<file path="config.mk">
export PLATFORM = sky130hd
export DESIGN_NAME = filled_circle_span_rasterizer_flat
export DESIGN_NICKNAME = d
export VERILOG_FILES = /design/src/design/fsp_pkg.sv /design/src/design/fsp_if.sv /design/src/design/fsp_cfg.sv /design/src/design/fsp_ctrl.sv /design/src/design/fsp_dp.sv /design/src/design/filled_circle_span_rasterizer.sv /design/src/flat_wrapper.sv
export SDC_FILE = /design/constraint.sdc
export NUM_CORES = 1
export LEC_CHECK = 0
export ABC_AREA = 1
export BUFFER_PORTS_ARGS = -buffer_cell sky130_fd_sc_hd__buf_2
export CORE_MARGIN = 2
export CORE_UTILIZATION = 63
export CTS_BUF_LIST = sky130_fd_sc_hd__clkbuf_4
export DETAILED_ROUTE_END_ITERATION = 10
export PLACE_DENSITY = 0.85
export SLEW_MARGIN = 20
export SYNTH_ARGS = -nofsm -noshare
export SYNTH_HDL_FRONTEND = slang
export SYNTH_SLANG_ARGS = --single-unit
export TNS_END_PERCENT = 10
</file>
<file path="constraint.sdc">
create_clock -name clk -period 8.7 [get_ports clk]
set_clock_uncertainty 0.15 [all_clocks]
set_input_delay 2.61 -clock clk [delete_from_list [all_inputs] [get_ports clk]]
set_output_delay 2.61 -clock clk [all_outputs]
set_load 0.02 [all_outputs]
</file>
<file path="src/design/fsp_pkg.sv">
// package: shared constants, register indexes and control types of the span rasterizer
`timescale 1ns / 1ps
package fsp_pkg;

	localparam int COORD_W   = 12;
	localparam int COLOR_W   = 32;
	localparam int ROW_W     = 11;
	localparam int OFFSET_W  = 22;
	localparam int COL_W     = 11;
	localparam int DIM_W     = 12;
	localparam int RADIUS_W  = 5;
	localparam int CFG_IDX_W = 3;
	localparam int CFG_DATA_W = 12;

	localparam int DEFAULT_MAX_RADIUS = 31;

	localparam logic [DIM_W-1:0] DIM_LIMIT = 12'd2048;

	// register indexes
	localparam logic [CFG_IDX_W-1:0] REG_BRUSH_RADIUS  = 3'd0;
	localparam logic [CFG_IDX_W-1:0] REG_IMAGE_WIDTH   = 3'd1;
	localparam logic [CFG_IDX_W-1:0] REG_IMAGE_HEIGHT  = 3'd2;
	localparam logic [CFG_IDX_W-1:0] REG_TOP_ROW_LIMIT = 3'd3;
	localparam logic [CFG_IDX_W-1:0] REG_ROW_STRIDE    = 3'd4;

	// register reset values
	localparam logic [RADIUS_W-1:0] RST_BRUSH_RADIUS  = 5'd4;
	localparam logic [DIM_W-1:0]    RST_IMAGE_WIDTH   = 12'd640;
	localparam logic [DIM_W-1:0]    RST_IMAGE_HEIGHT  = 12'd480;
	localparam logic [ROW_W-1:0]    RST_TOP_ROW_LIMIT = 11'd40;
	localparam logic [DIM_W-1:0]    RST_ROW_STRIDE    = 12'd640;

	typedef struct packed {
		logic [RADIUS_W-1:0] brush_radius;
		logic [DIM_W-1:0]    image_width;
		logic [DIM_W-1:0]    image_height;
		logic [ROW_W-1:0]    top_row_limit;
		logic [DIM_W-1:0]    row_stride;
	} fsp_cfg_t;

	typedef struct packed {
		logic load_dot;
		logic setup;
		logic start_rows;
		logic row_calc;
		logic step;
		logic emit;
	} fsp_cmd_t;

	typedef struct packed {
		logic no_rows;
		logic step_needed;
		logic last_row;
		logic out_free;
	} fsp_sts_t;

	function automatic logic [DIM_W-1:0] sat_dim(input logic [DIM_W-1:0] v);
		return (v > DIM_LIMIT) ? DIM_LIMIT : v;
	endfunction

endpackage

</file>
<file path="src/design/fsp_if.sv">
// interfaces: dot input channel and span output channel
`timescale 1ns / 1ps
interface fsp_dot_if
	import fsp_pkg::*;
();
	logic                      valid;
	logic                      ready;
	logic signed [COORD_W-1:0] center_col;
	logic signed [COORD_W-1:0] center_y;
	logic [COLOR_W-1:0]        brush_color;

	modport source (output valid, center_col, center_y, brush_color, input ready);
	modport sink (input valid, center_col, center_y, brush_color, output ready);
endinterface

interface fsp_span_if
	import fsp_pkg::*;
();
	logic                valid;
	logic                ready;
	logic [ROW_W-1:0]    span_row;
	logic [OFFSET_W-1:0] row_offset;
	logic [COL_W-1:0]    x_first;
	logic [COL_W-1:0]    x_final;
	logic                span_empty;
	logic [COLOR_W-1:0]  pixel_color;
	logic                last_span;

	modport source (output valid, span_row, row_offset, x_first, x_final, span_empty,
		pixel_color, last_span, input ready);
	modport sink (input valid, span_row, row_offset, x_first, x_final, span_empty,
		pixel_color, last_span, output ready);
endinterface

</file>
<file path="src/design/fsp_cfg.sv">
// configuration register file of the span rasterizer
`timescale 1ns / 1ps
module fsp_cfg
	import fsp_pkg::*;
(
	input  logic                  clk,
	input  logic                  arst_n,
	input  logic                  cfg_we,
	input  logic [CFG_IDX_W-1:0]  cfg_index,
	input  logic [CFG_DATA_W-1:0] cfg_data,
	output fsp_cfg_t              cfg
);

	fsp_cfg_t cfg_q;

	always_ff @(posedge clk or negedge arst_n) begin
		if (!arst_n) begin
			cfg_q.brush_radius  <= RST_BRUSH_RADIUS;
			cfg_q.image_width   <= RST_IMAGE_WIDTH;
			cfg_q.image_height  <= RST_IMAGE_HEIGHT;
			cfg_q.top_row_limit <= RST_TOP_ROW_LIMIT;
			cfg_q.row_stride    <= RST_ROW_STRIDE;
		end else if (cfg_we) begin
			case (cfg_index)
				REG_BRUSH_RADIUS:  cfg_q.brush_radius  <= cfg_data[RADIUS_W-1:0];
				REG_IMAGE_WIDTH:   cfg_q.image_width   <= cfg_data[DIM_W-1:0];
				REG_IMAGE_HEIGHT:  cfg_q.image_height  <= cfg_data[DIM_W-1:0];
				REG_TOP_ROW_LIMIT: cfg_q.top_row_limit <= cfg_data[ROW_W-1:0];
				REG_ROW_STRIDE:    cfg_q.row_stride    <= cfg_data[DIM_W-1:0];
				default: ;
			endcase
		end
	end

	assign cfg = cfg_q;

endmodule

</file>
<file path="src/design/fsp_ctrl.sv">
// controller state machine: sequences setup, row calc, half-width search and span emit
`timescale 1ns / 1ps
module fsp_ctrl
	import fsp_pkg::*;
(
	input  logic     clk,
	input  logic     arst_n,
	input  logic     in_valid,
	output logic     in_ready,
	input  fsp_sts_t sts,
	output fsp_cmd_t cmd
);

	typedef enum logic [4:0] {
		ST_IDLE   = 5'b00001,
		ST_SETUP  = 5'b00010,
		ST_START  = 5'b00100,
		ST_ROW    = 5'b01000,
		ST_SEARCH = 5'b10000
	} fsp_state_t;

	fsp_state_t state_q, state_d;

	always_comb begin
		state_d  = state_q;
		cmd      = '0;
		in_ready = 1'b0;
		case (state_q)
			ST_IDLE: begin
				in_ready = 1'b1;
				if (in_valid) begin
					cmd.load_dot = 1'b1;
					state_d      = ST_SETUP;
				end
			end
			ST_SETUP: begin
				cmd.setup = 1'b1;
				state_d   = ST_START;
			end
			ST_START: begin
				if (sts.no_rows) begin
					state_d = ST_IDLE;
				end else begin
					cmd.start_rows = 1'b1;
					state_d        = ST_ROW;
				end
			end
			ST_ROW: begin
				cmd.row_calc = 1'b1;
				state_d      = ST_SEARCH;
			end
			ST_SEARCH: begin
				if (sts.step_needed) begin
					cmd.step = 1'b1;
				end else if (sts.out_free) begin
					cmd.emit = 1'b1;
					state_d  = sts.last_row ? ST_IDLE : ST_ROW;
				end
			end
			default: begin
				state_d = ST_IDLE;
			end
		endcase
	end

	always_ff @(posedge clk or negedge arst_n) begin
		if (!arst_n) begin
			state_q <= ST_IDLE;
		end else begin
			state_q <= state_d;
		end
	end

endmodule

</file>
<file path="src/design/fsp_dp.sv">
// datapath: row range, row offset, half-width search, column clipping and span register
`timescale 1ns / 1ps
module fsp_dp
	import fsp_pkg::*;
#(
	parameter int MAX_RADIUS = DEFAULT_MAX_RADIUS
) (
	input  logic                      clk,
	input  logic                      arst_n,
	input  fsp_cfg_t                  cfg,
	input  fsp_cmd_t                  cmd,
	output fsp_sts_t                  sts,
	input  logic signed [COORD_W-1:0] center_col,
	input  logic signed [COORD_W-1:0] center_y,
	input  logic [COLOR_W-1:0]        brush_color,
	output logic                      out_valid,
	input  logic                      out_ready,
	output logic [ROW_W-1:0]          span_row,
	output logic [OFFSET_W-1:0]       row_offset,
	output logic [COL_W-1:0]          x_first,
	output logic [COL_W-1:0]          x_final,
	output logic                      span_empty,
	output logic [COLOR_W-1:0]        pixel_color,
	output logic                      last_span
);

	localparam int RW = $clog2(MAX_RADIUS + 1);
	localparam int LW = 2 * RW;
	localparam int TW = 2 * (RW + 1);
	localparam int SW = 14;
	localparam logic [RADIUS_W-1:0] RMAX = RADIUS_W'(MAX_RADIUS);

	// dot registers
	logic signed [COORD_W-1:0] cx_q, cy_q;
	logic [COLOR_W-1:0]        color_q;
	logic [RW-1:0]             r_q;
	logic [DIM_W-1:0]          w_q, h_q, stride_q;
	// row walk registers
	logic signed [SW-1:0]      y0_q, y1_q;
	logic [LW-1:0]             r2_q;
	logic [ROW_W-1:0]          yy_q;
	logic [LW-1:0]             lim_q;
	logic [OFFSET_W-1:0]       offset_q;
	logic [RW-1:0]             dx_q;
	logic                      up_q, first_q;
	// span register
	logic                      out_valid_q;
	logic [ROW_W-1:0]          span_row_q;
	logic [OFFSET_W-1:0]       row_offset_q;
	logic [COL_W-1:0]          x_first_q, x_final_q;
	logic                      span_empty_q, last_span_q;
	logic [COLOR_W-1:0]        pixel_color_q;

	logic signed [SW-1:0] cx_e, cy_e, r_e, top_e, hmax, wmax, dx_e;
	logic signed [SW-1:0] y_lo, y_hi, y0_d, y1_d;
	logic signed [SW-1:0] dy, ady, x0, x1, x0c, x1c;
	logic [RW-1:0]        ady_n;
	logic [LW-1:0]        dysq;
	logic [RW:0]          trial;
	logic [TW-1:0]        trial_sq;
	logic [TW-1:0]        lim_e;
	logic [RADIUS_W-1:0]  r_sat;
	logic                 empty;

	assign r_sat = (cfg.brush_radius > RMAX) ? RMAX : cfg.brush_radius;

	assign cx_e  = SW'(cx_q);
	assign cy_e  = SW'(cy_q);
	assign r_e   = $signed(SW'(r_q));
	assign dx_e  = $signed(SW'(dx_q));
	assign top_e = $signed(SW'(cfg.top_row_limit));
	assign hmax  = $signed(SW'(h_q)) - SW'(1);
	assign wmax  = $signed(SW'(w_q)) - SW'(1);

	// clipped row range
	assign y_lo = cy_e - r_e;
	assign y_hi = cy_e + r_e;
	assign y0_d = (y_lo < top_e) ? top_e : y_lo;
	assign y1_d = (y_hi > hmax) ? hmax : y_hi;

	// row distance from center, |dy| never exceeds the radius inside the range
	assign dy    = $signed(SW'(yy_q)) - cy_e;
	assign ady   = dy[SW-1] ? -dy : dy;
	assign ady_n = ady[RW-1:0];
	assign dysq  = LW'(ady_n) * LW'(ady_n);

	// half-width search: step up toward the center, down away from it
	assign trial    = up_q ? ({1'b0, dx_q} + (RW+1)'(1)) : {1'b0, dx_q};
	assign trial_sq = TW'(trial) * TW'(trial);
	assign lim_e    = TW'(lim_q);

	// column clip
	assign x0    = cx_e - dx_e;
	assign x1    = cx_e + dx_e;
	assign x0c   = x0[SW-1] ? '0 : x0;
	assign x1c   = (x1 > wmax) ? wmax : x1;
	assign empty = x0c > x1c;

	always_comb begin
		sts.no_rows  = y0_q > y1_q;
		sts.last_row = yy_q == y1_q[ROW_W-1:0];
		sts.out_free = !out_valid_q || out_ready;
		if (up_q) begin
			sts.step_needed = (dx_q < r_q) && (trial_sq <= lim_e);
		end else begin
			sts.step_needed = (dx_q != '0) && (trial_sq > lim_e);
		end
	end

	always_ff @(posedge clk) begin
		if (cmd.load_dot) begin
			cx_q     <= center_col;
			cy_q     <= center_y;
			color_q  <= brush_color;
			r_q      <= r_sat[RW-1:0];
			w_q      <= sat_dim(cfg.image_width);
			h_q      <= sat_dim(cfg.image_height);
			stride_q <= sat_dim(cfg.row_stride);
		end
		if (cmd.setup) begin
			y0_q <= y0_d;
			y1_q <= y1_d;
			r2_q <= LW'(r_q) * LW'(r_q);
		end
		if (cmd.start_rows) begin
			yy_q    <= y0_q[ROW_W-1:0];
			dx_q    <= r_q;
			first_q <= 1'b1;
		end
		if (cmd.row_calc) begin
			lim_q    <= r2_q - dysq;
			offset_q <= OFFSET_W'(yy_q) * OFFSET_W'(stride_q);
			up_q     <= !first_q && (dy[SW-1] || (dy == '0));
		end
		if (cmd.step) begin
			if (up_q) begin
				dx_q <= dx_q + RW'(1);
			end else begin
				dx_q <= dx_q - RW'(1);
			end
		end
		if (cmd.emit) begin
			yy_q          <= yy_q + ROW_W'(1);
			first_q       <= 1'b0;
			span_row_q    <= yy_q;
			row_offset_q  <= offset_q;
			x_first_q     <= empty ? '0 : x0c[COL_W-1:0];
			x_final_q     <= empty ? '0 : x1c[COL_W-1:0];
			span_empty_q  <= empty;
			pixel_color_q <= color_q;
			last_span_q   <= sts.last_row;
		end
	end

	always_ff @(posedge clk or negedge arst_n) begin
		if (!arst_n) begin
			out_valid_q <= 1'b0;
		end else if (cmd.emit) begin
			out_valid_q <= 1'b1;
		end else if (out_ready) begin
			out_valid_q <= 1'b0;
		end
	end

	assign out_valid   = out_valid_q;
	assign span_row    = span_row_q;
	assign row_offset  = row_offset_q;
	assign x_first     = x_first_q;
	assign x_final     = x_final_q;
	assign span_empty  = span_empty_q;
	assign pixel_color = pixel_color_q;
	assign last_span   = last_span_q;

endmodule

</file>
<file path="src/design/filled_circle_span_rasterizer.sv">
// top level: filled circle span rasterizer, one dot in, one span per painted row out
// after a dot is taken the controller runs setup, start and row calc, then the half-width
//   search, and registers the first span once the span register is free
// each dot passes setup and start, each row a row calc plus its half-width search steps and
//   output stalls, the search using the single shared compare unit (at most r steps on the
//   first row, 3r overall); a new dot is taken only once the last span of the previous one
//   is registered; a dot with no rows inside the clip window gives no spans
// reset: arst_n clears the controller and the span valid, config returns to its reset values
`timescale 1ns / 1ps
module filled_circle_span_rasterizer
	import fsp_pkg::*;
#(
	parameter int MAX_RADIUS = DEFAULT_MAX_RADIUS
) (
	input  logic                  clk,
	input  logic                  arst_n,
	input  logic                  cfg_we,
	input  logic [CFG_IDX_W-1:0]  cfg_index,
	input  logic [CFG_DATA_W-1:0] cfg_data,
	fsp_dot_if.sink               dot,
	fsp_span_if.source            span
);

	fsp_cfg_t cfg;
	fsp_cmd_t cmd;
	fsp_sts_t sts;

	// config registers; the user must write them only while idle, the block does not enforce it
	fsp_cfg u_cfg (
		.clk       (clk),
		.arst_n    (arst_n),
		.cfg_we    (cfg_we),
		.cfg_index (cfg_index),
		.cfg_data  (cfg_data),
		.cfg       (cfg)
	);

	// controller: takes a dot only when idle, a waiting span does not block intake
	fsp_ctrl u_ctrl (
		.clk      (clk),
		.arst_n   (arst_n),
		.in_valid (dot.valid),
		.in_ready (dot.ready),
		.sts      (sts),
		.cmd      (cmd)
	);

	// datapath with the span output register acting as the stage between the two sides
	fsp_dp #(
		.MAX_RADIUS (MAX_RADIUS)
	) u_dp (
		.clk         (clk),
		.arst_n      (arst_n),
		.cfg         (cfg),
		.cmd         (cmd),
		.sts         (sts),
		.center_col  (dot.center_col),
		.center_y    (dot.center_y),
		.brush_color (dot.brush_color),
		.out_valid   (span.valid),
		.out_ready   (span.ready),
		.span_row    (span.span_row),
		.row_offset  (span.row_offset),
		.x_first     (span.x_first),
		.x_final     (span.x_final),
		.span_empty  (span.span_empty),
		.pixel_color (span.pixel_color),
		.last_span   (span.last_span)
	);

endmodule

</file>
<file path="src/flat_wrapper.sv">
// flat-port wrapper written by rule: the top's interface ports become plain ports
module filled_circle_span_rasterizer_flat import fsp_pkg::*;
#(
	parameter int MAX_RADIUS = DEFAULT_MAX_RADIUS
)
  (clk, arst_n, cfg_we, cfg_index, cfg_data, dot_valid, dot_center_col, dot_center_y, dot_brush_color, dot_ready, span_valid, span_span_row, span_row_offset, span_x_first, span_x_final, span_span_empty, span_pixel_color, span_last_span, span_ready);
  fsp_dot_if dot_i ();
  fsp_span_if span_i ();
  input  logic clk;
  input  logic arst_n;
  input  logic cfg_we;
  input  logic [CFG_IDX_W-1:0] cfg_index;
  input  logic [CFG_DATA_W-1:0] cfg_data;
  input wire logic [$bits(dot_i.valid)-1:0] dot_valid;
  input wire logic [$bits(dot_i.center_col)-1:0] dot_center_col;
  input wire logic [$bits(dot_i.center_y)-1:0] dot_center_y;
  input wire logic [$bits(dot_i.brush_color)-1:0] dot_brush_color;
  output wire logic [$bits(dot_i.ready)-1:0] dot_ready;
  output wire logic [$bits(span_i.valid)-1:0] span_valid;
  output wire logic [$bits(span_i.span_row)-1:0] span_span_row;
  output wire logic [$bits(span_i.row_offset)-1:0] span_row_offset;
  output wire logic [$bits(span_i.x_first)-1:0] span_x_first;
  output wire logic [$bits(span_i.x_final)-1:0] span_x_final;
  output wire logic [$bits(span_i.span_empty)-1:0] span_span_empty;
  output wire logic [$bits(span_i.pixel_color)-1:0] span_pixel_color;
  output wire logic [$bits(span_i.last_span)-1:0] span_last_span;
  input wire logic [$bits(span_i.ready)-1:0] span_ready;
  assign dot_i.valid = dot_valid;
  assign dot_i.center_col = dot_center_col;
  assign dot_i.center_y = dot_center_y;
  assign dot_i.brush_color = dot_brush_color;
  assign dot_ready = dot_i.ready;
  assign span_valid = span_i.valid;
  assign span_span_row = span_i.span_row;
  assign span_row_offset = span_i.row_offset;
  assign span_x_first = span_i.x_first;
  assign span_x_final = span_i.x_final;
  assign span_span_empty = span_i.span_empty;
  assign span_pixel_color = span_i.pixel_color;
  assign span_last_span = span_i.last_span;
  assign span_i.ready = span_ready;
  filled_circle_span_rasterizer #(.MAX_RADIUS(MAX_RADIUS)) u_core (.clk(clk), .arst_n(arst_n), .cfg_we(cfg_we), .cfg_index(cfg_index), .cfg_data(cfg_data), .dot(dot_i), .span(span_i));
endmodule
</file>
* Word level (Yosys, flattened, before mapping)
Cells that the tools add are included.
** Word-level totals
- Flip-flop bits (word level) :: 331
- Output and inout port bits :: 91
- Word-level logic and storage cells :: 123
** Operators by class
- Equal/unequal tests :: 13
- Muxes and demuxes :: 31
- Reduce and logical (&&, ||, !) cells :: 19
- $add $sub $neg :: 13
- Multipliers :: 4
- Magnitude comparators :: 12
** Operators by type and width (count)
- $gt A12 B12 Y1 const B :: 3
- $mux W5 :: 7
- $mux W11 :: 3
- $mux W14 :: 2
- $add A12 B6 Y13 :: 2
- $gt A13 B13 Y1 :: 2
- $sub A12 B1 Y13 const B :: 2
- $sub A12 B6 Y13 :: 2
- $pmux W5 S5 :: 1
- $mul A11 B12 Y22 :: 1
- $mul A5 B5 Y10 :: 2
- $gt A13 B14 Y1 :: 1
- $gt A14 B14 Y1 :: 1
- $logic_not A14 Y1 :: 1
- $lt A13 B12 Y1 :: 1
- $mux W1 :: 13
- $mux W13 :: 1
- $sub A12 B12 Y13 :: 1
- $gt A12 B10 Y1 :: 1
- $le A12 B10 Y1 :: 1
- $mul A6 B6 Y12 :: 1
- $add A11 B1 Y11 const B :: 1
- $eq A11 B11 Y1 :: 1
- $reduce_and A2 Y1 :: 5
- other kinds (27) :: 36

* Depth between registers and ports, before layout
- Depth in word-level cells :: 9
- Mapped depth :: 32

* By module
A second synthesis with hierarchy kept.
** Unflattened totals
- Cells, all modules :: 2503
- Area, all modules :: 23231.0 µm²
** By module, submodules not included
- fsp_dp :: area each 20717.4 µm², cells an instance 2216, instances 1
- fsp_cfg :: area each 2130.8 µm², cells an instance 239, instances 1
- fsp_ctrl :: area each 382.9 µm², cells an instance 48, instances 1

* Worst setup path after synthesis
OpenSTA, ideal clock, no wires.
- Path type :: input port to flip-flop
- Start point :: input dot_valid
- End point :: register u_core.u_dp.color_q[0] (enable)
- Arrival time :: 6.692 ns
- Library setup time :: 0.554 ns
- Data required time :: 7.996 ns
- Slack :: 1.304 ns
- Stages :: 2
- Cells stage by stage :: inv_1 > nor2_1
** RTL lines
- from (decl) :: RTL line flat_wrapper.sv:14 : input wire logic [$bits(dot_i.valid)-1:0] dot_valid;
- to (signal assigned) :: RTL line fsp_dp.sv:114 : color_q <= brush_color;
- to (decl) :: RTL line fsp_dp.sv:35 : logic [COLOR_W-1:0] color_q;

==> flow_results.xml <==
<?xml version="1.0" encoding="UTF-8"?>
<metrics>
  <group name="clock_tree">
    <metric name="cts_num_sinks" unit="">329</metric>
    <metric name="clockBufferDepth" unit="">3</metric>
    <metric name="total_clock_buffers_created_by_cts" unit="">85</metric>
    <metric name="worstSkewPairLatency" unit="ns">0.82</metric>
    <metric name="postCtsResizedCells" unit="">0</metric>
    <metric name="cts.clk_slew.worst_paths" unit="ns">0.07</metric>
    <metric name="cts_hold_buffers_added" unit="">0</metric>
    <metric name="tritoncts" unit="">yes</metric>
    <metric name="post_cts.repair.setup_buffers" unit="">0</metric>
    <metric name="cts.root.buffer_cell" unit="">sky130_fd_sc_hd__clkbuf_4</metric>
    <metric name="ctsHtreeMaxLevel" unit="">3</metric>
  </group>
  <group name="yosys">
    <metric name="synthesis.area_per_instance" unit="um^2">9.61</metric>
    <metric name="synthArstFlopShare" unit="%">17.6</metric>
    <metric name="synth-warning-count" unit="">0</metric>
    <metric name="synth_cells" unit="">2333</metric>
    <metric name="yosysSeqAreaShare" unit="%">42.8</metric>
    <metric name="synth_ff_type" unit="">sky130_fd_sc_hd__edfxtp_1</metric>
    <metric name="synth.lib_cells_used.distinct" unit="">63</metric>
    <metric name="yosys_register_bits" unit="">329</metric>
    <metric name="synthesis.area" unit="mm^2">0.0224</metric>
    <metric name="count_of_flip_flops_with_a_built_in_enable_after_synthesis" unit="">270</metric>
  </group>
  <group name="power">
    <metric name="switching_share" unit="%">45.6</metric>
    <metric name="power_density" unit="mW/mm^2">401</metric>
    <metric name="combPwrFrac" unit="%">60.1</metric>
    <metric name="seq_power_share" unit="%">26.0</metric>
    <metric name="vdd.ir_drop.worst" unit="mV">0.738</metric>
    <metric name="fin_total_pwr" unit="mW">9.94</metric>
    <metric name="power_switching" unit="mW">4.53</metric>
    <metric name="share_clk_of_total_power" unit="%">13.8</metric>
    <metric name="p_int" unit="mW">5.41</metric>
    <metric name="total_leakage_power" unit="nW">12.2</metric>
  </group>
  <group name="place">
    <metric name="placed_cells_incl_taps" unit="">2905</metric>
    <metric name="gp_congestion" unit="">0.905</metric>
    <metric name="placement.setup.worst_slack" unit="ns">1.79</metric>
    <metric name="placedInstanceArea" unit="mm^2">0.0236</metric>
    <metric name="place.detailed.hpwl" unit="mm">38.0</metric>
    <metric name="count_of_buffers_from_port_buffering" unit="">166</metric>
  </group>
  <group name="floorplan">
    <metric name="die-height" unit="um">193</metric>
    <metric name="die_w" unit="um">193</metric>
    <metric name="initial_utilization" unit="%">63.5</metric>
    <metric name="core.rowCount" unit="">69</metric>
    <metric name="core_area" unit="mm^2">0.0353</metric>
    <metric name="overall_die_area" unit="mm^2">0.0371</metric>
    <metric name="io_pins" unit="">167</metric>
  </group>
  <group name="worst_setup_path">
    <metric name="timing.critical_path.mode_cell" unit="">sky130_fd_sc_hd__nand2_1</metric>
    <metric name="critical-path-max-stage-delay" unit="ns">0.57</metric>
    <metric name="crit_arrival" unit="ns">7.13</metric>
    <metric name="cp_top_family" unit="">adder cells</metric>
    <metric name="crit_path_max_fanout" unit="">41</metric>
    <metric name="cp_data_required_time" unit="ns">8.95</metric>
    <metric name="timing.critical_path.slowest_stage_cell" unit="">sky130_fd_sc_hd__edfxtp_1</metric>
    <metric name="critical_path_buf_inv_count" unit="">6</metric>
    <metric name="critPathCaptureType" unit="">flip-flop</metric>
    <metric name="crit_type" unit="">reg -&gt; reg</metric>
    <metric name="crit_path_start_kind" unit="">flip-flop</metric>
  </group>
  <group name="detailed_routing">
    <metric name="wl_per_cell" unit="um">16.3</metric>
    <metric name="final_antenna_net_count" unit="">0</metric>
    <metric name="via_count" unit="">16691</metric>
    <metric name="final_routed_wirelength_across_all_metal_layers" unit="mm">49.9</metric>
    <metric name="route.detailed.vias_per_inst" unit="">5.45</metric>
    <metric name="route.detailed.drc" unit="">0</metric>
    <metric name="drt_first_pass_iters" unit="">8</metric>
    <metric name="drt-initial-drc-count" unit="">1148</metric>
  </group>
  <group name="finish">
    <metric name="layout.cell_area.non_filler" unit="mm^2">0.0248</metric>
    <metric name="layout.filler_cells" unit="">2590</metric>
    <metric name="layout-area-overhead-vs-synth" unit="%">10.5</metric>
    <metric name="most-common-layout-cells" unit="">sky130_fd_sc_hd__nand2_1 (455), sky130_fd_sc_hd__inv_1 (434), sky130_fd_sc_hd__edfxtp_1 (270), sky130_fd_sc_hd__ha_1 (218), sky130_fd_sc_hd__buf_2 (166)</metric>
    <metric name="layout.cells.most_common" unit="">sky130_fd_sc_hd__nand2_1</metric>
    <metric name="final_layout_size_suffix_gt1_share" unit="%">14.5</metric>
    <metric name="layout.cells.non_filler" unit="">3064</metric>
    <metric name="nets" unit="">2938</metric>
  </group>
  <group name="timing">
    <metric name="setup_slack" unit="ns">1.82</metric>
    <metric name="fin_setup_tns" unit="ns">0</metric>
    <metric name="maxClockFrequency" unit="GHz">0.145</metric>
    <metric name="period_minus_slack" unit="ns">6.88</metric>
    <metric name="grt_setup_unrepaired" unit="">false</metric>
    <metric name="layout_worst_path_cycle_share" unit="%">79.1</metric>
    <metric name="timing.final.setup_violations" unit="">0</metric>
    <metric name="final-hold-violation-count" unit="">0</metric>
    <metric name="timing.max_slew.rel_slack" unit="%">34.3</metric>
    <metric name="timing_max_transition_violations_final" unit="">0</metric>
    <metric name="worstMarginPinSlew" unit="ns">0.982</metric>
  </group>
  <group name="global_route">
    <metric name="grt.overflow.total" unit="">0</metric>
    <metric name="grt_first_pass_wirelength" unit="mm">81.2</metric>
    <metric name="grt_usage" unit="%">28.0</metric>
    <metric name="grt_antenna_before_repair" unit="">1</metric>
    <metric name="first_global_vias" unit="">17061</metric>
    <metric name="grt_max_degree" unit="">73</metric>
  </group>
  <group name="job">
    <metric name="cap_viol_max_count" unit="">0</metric>
  </group>
  <group name="status">
    <metric name="outcome" unit="">finished clean</metric>
  </group>
  <group name="hold_path">
    <metric name="min_path_type" unit="">reg -&gt; reg</metric>
  </group>
</metrics>
==> power by group through the flow <==
stage / Combinational (mW) / Sequential [mW] / Clock (mW)
after floorplan: 4.67 / 2.50 / 0
after global placement: 5.57 / 2.60 / 0
after detailed placement: 5.90 / 2.61 / 0
after CTS: 5.96 / 2.58 / 1.41
after global routing: 6.83 / 2.61 / 1.49
final: 5.98 / 2.59 / 1.37
==> path summary, 6_finish.rpt <==
check                                              end  cells past startpoint                     from  slack [ns]
max                        u_core.u_dp.pixel_color[28]                     28      u_core.u_dp.dx_q[0]        1.82
min                        u_core.u_dp.pixel_color[19]                      0  u_core.u_dp.color_q[19]        0.22
max reg2reg                u_core.u_dp.pixel_color[28]                     28      u_core.u_dp.dx_q[0]        1.82
min reg2reg                u_core.u_dp.pixel_color[19]                      0  u_core.u_dp.color_q[19]        0.22
max in group asynchronous     u_core.u_ctrl.state_q[2]                      2                   arst_n        6.05
min in group asynchronous         u_core.u_cfg.cfg[35]                      2                   arst_n        1.80
==> routing by layer <==
layer  track usage, %  vias up  wire (um)
met4             11.5        0       1570
met3             4.78      114       3490
met5                0        -          0
li1                 -     8004          -
met2             46.8      635      24100
met1             36.2     7938      20800
==> logic make-up (layout without fill, tap and decap cells) <==
| logic type | count (synthesis) | count (layout) | synth area share [%] |
|---|---|---|---|
| xor gates and xnor gates | 119 | 119 | 4.65 |
| AOI/OAI and AO/OA | 282 | 282 | 7.17 |
| buffers and inverters | 508 | 774 | 8.71 |
| and+or+nand+nor | 763 | 763 | 14.4 |
| other | 1 | 5 | 0.0167 |
| DFF | 329 | 329 | 42.8 |
| adders and majority gates | 331 | 331 | 22.3 |
==> flip-flops by register name, indices dropped and copies added (netlist names), 13 cells and up <==
name and flops:
u_core.u_cfg.cfg 52, u_core.u_dp.color_q 32, u_core.u_dp.offset_q 22, u_core.u_dp.pixel_color 32, u_core.u_dp.row_offset 22, u_core.u_dp.y0_q 13, u_core.u_dp.y1_q 13
==> cells in the mapped netlist (2+ instances only) <==
| master | instances | share of area (%) |
|---|---|---|
| sky130_fd_sc_hd__nand4_1 | 25 | 0.70 |
| sky130_fd_sc_hd__nand2_2 | 5 | 0.14 |
| sky130_fd_sc_hd__a21oi_2 | 4 | 0.16 |
| sky130_fd_sc_hd__a211oi_1 | 3 | 0.10 |
| sky130_fd_sc_hd__a21o_1 | 6 | 0.20 |
| sky130_fd_sc_hd__edfxtp_1 | 270 | 36 |
| sky130_fd_sc_hd__buf_2 | 3 | 0.067 |
| sky130_fd_sc_hd__xor2_1 | 89 | 3.5 |
| sky130_fd_sc_hd__inv_1 | 435 | 7.3 |
| sky130_fd_sc_hd__nand3b_1 | 6 | 0.20 |
| sky130_fd_sc_hd__or2_2 | 5 | 0.14 |
| sky130_fd_sc_hd__nor2_2 | 2 | 0.056 |
| sky130_fd_sc_hd__fa_1 | 113 | 10 |
| sky130_fd_sc_hd__o21ai_0 | 119 | 2.7 |
| sky130_fd_sc_hd__nor3b_1 | 3 | 0.10 |
| sky130_fd_sc_hd__a31oi_1 | 8 | 0.22 |
| sky130_fd_sc_hd__o211ai_1 | 2 | 0.067 |
| sky130_fd_sc_hd__o22ai_1 | 3 | 0.084 |
| sky130_fd_sc_hd__nor4_1 | 8 | 0.22 |
| sky130_fd_sc_hd__a21oi_1 | 93 | 2.1 |
| sky130_fd_sc_hd__o21bai_1 | 4 | 0.13 |
| sky130_fd_sc_hd__clkbuf_1 | 58 | 0.97 |
| sky130_fd_sc_hd__nor3_1 | 20 | 0.45 |
| sky130_fd_sc_hd__inv_2 | 4 | 0.067 |
| sky130_fd_sc_hd__nor3_2 | 2 | 0.089 |
| sky130_fd_sc_hd__and3_1 | 2 | 0.056 |
| sky130_fd_sc_hd__o31ai_1 | 4 | 0.13 |
| sky130_fd_sc_hd__nand2_1 | 455 | 7.6 |
| sky130_fd_sc_hd__o21ai_1 | 7 | 0.16 |
| sky130_fd_sc_hd__dfrtp_1 | 46 | 5.1 |
| sky130_fd_sc_hd__o31a_1 | 3 | 0.12 |
| sky130_fd_sc_hd__ha_1 | 218 | 12 |
| sky130_fd_sc_hd__buf_6 | 5 | 0.25 |
| sky130_fd_sc_hd__o21ai_2 | 13 | 0.51 |
| sky130_fd_sc_hd__xnor2_1 | 30 | 1.2 |
| sky130_fd_sc_hd__nor2_1 | 153 | 2.6 |
| sky130_fd_sc_hd__dfstp_2 | 12 | 1.4 |
| sky130_fd_sc_hd__a21boi_0 | 2 | 0.067 |
| sky130_fd_sc_hd__nand3_1 | 66 | 1.5 |
| sky130_fd_sc_hd__nand3_2 | 4 | 0.18 |
==> stage by stage <==
stage | utilization [%] | hold WS [ns]
6_report | 70.1 | 0.221
5_1_grt | 70.1 | 0.253
4_1_cts | 70.1 | 0.233
3_5_place_dp | 66.9 | 0.255
3_3_place_gp | 66.9 | 0.250
2_1_floorplan | - | 0.250
==> worst register-to-register path: cells and delay by family (launching register included) <==
family | cells | cell delay [ns]
fa+ha+maj | 6 | 2.39
compound gates | 3 | 0.52
xor+xnor | 1 | 0.10
simple gates | 12 | 1.37
buf+inv | 6 | 1.38
flops | 1 | 0.57
==> area by class of cell <==
| cell class | count | area [um^2] | area share [%] |
|---|---|---|---|
| Antenna cell | 1 | 2.50 | 0.0101 |
| Tap cell | 461 | 577 | 2.33 |
| Timing Repair Buffer | 175 | 898 | 3.63 |
| Inverter | 441 | 1660 | 6.70 |
| Clock inverter | 34 | 208 | 0.839 |
| Sequential cell | 329 | 9590 | 38.7 |
| Multi-Input combinational cell | 1499 | 10900 | 44.0 |
| Clock buffer | 124 | 931 | 3.76 |
(Power assumes the default switching activity.)
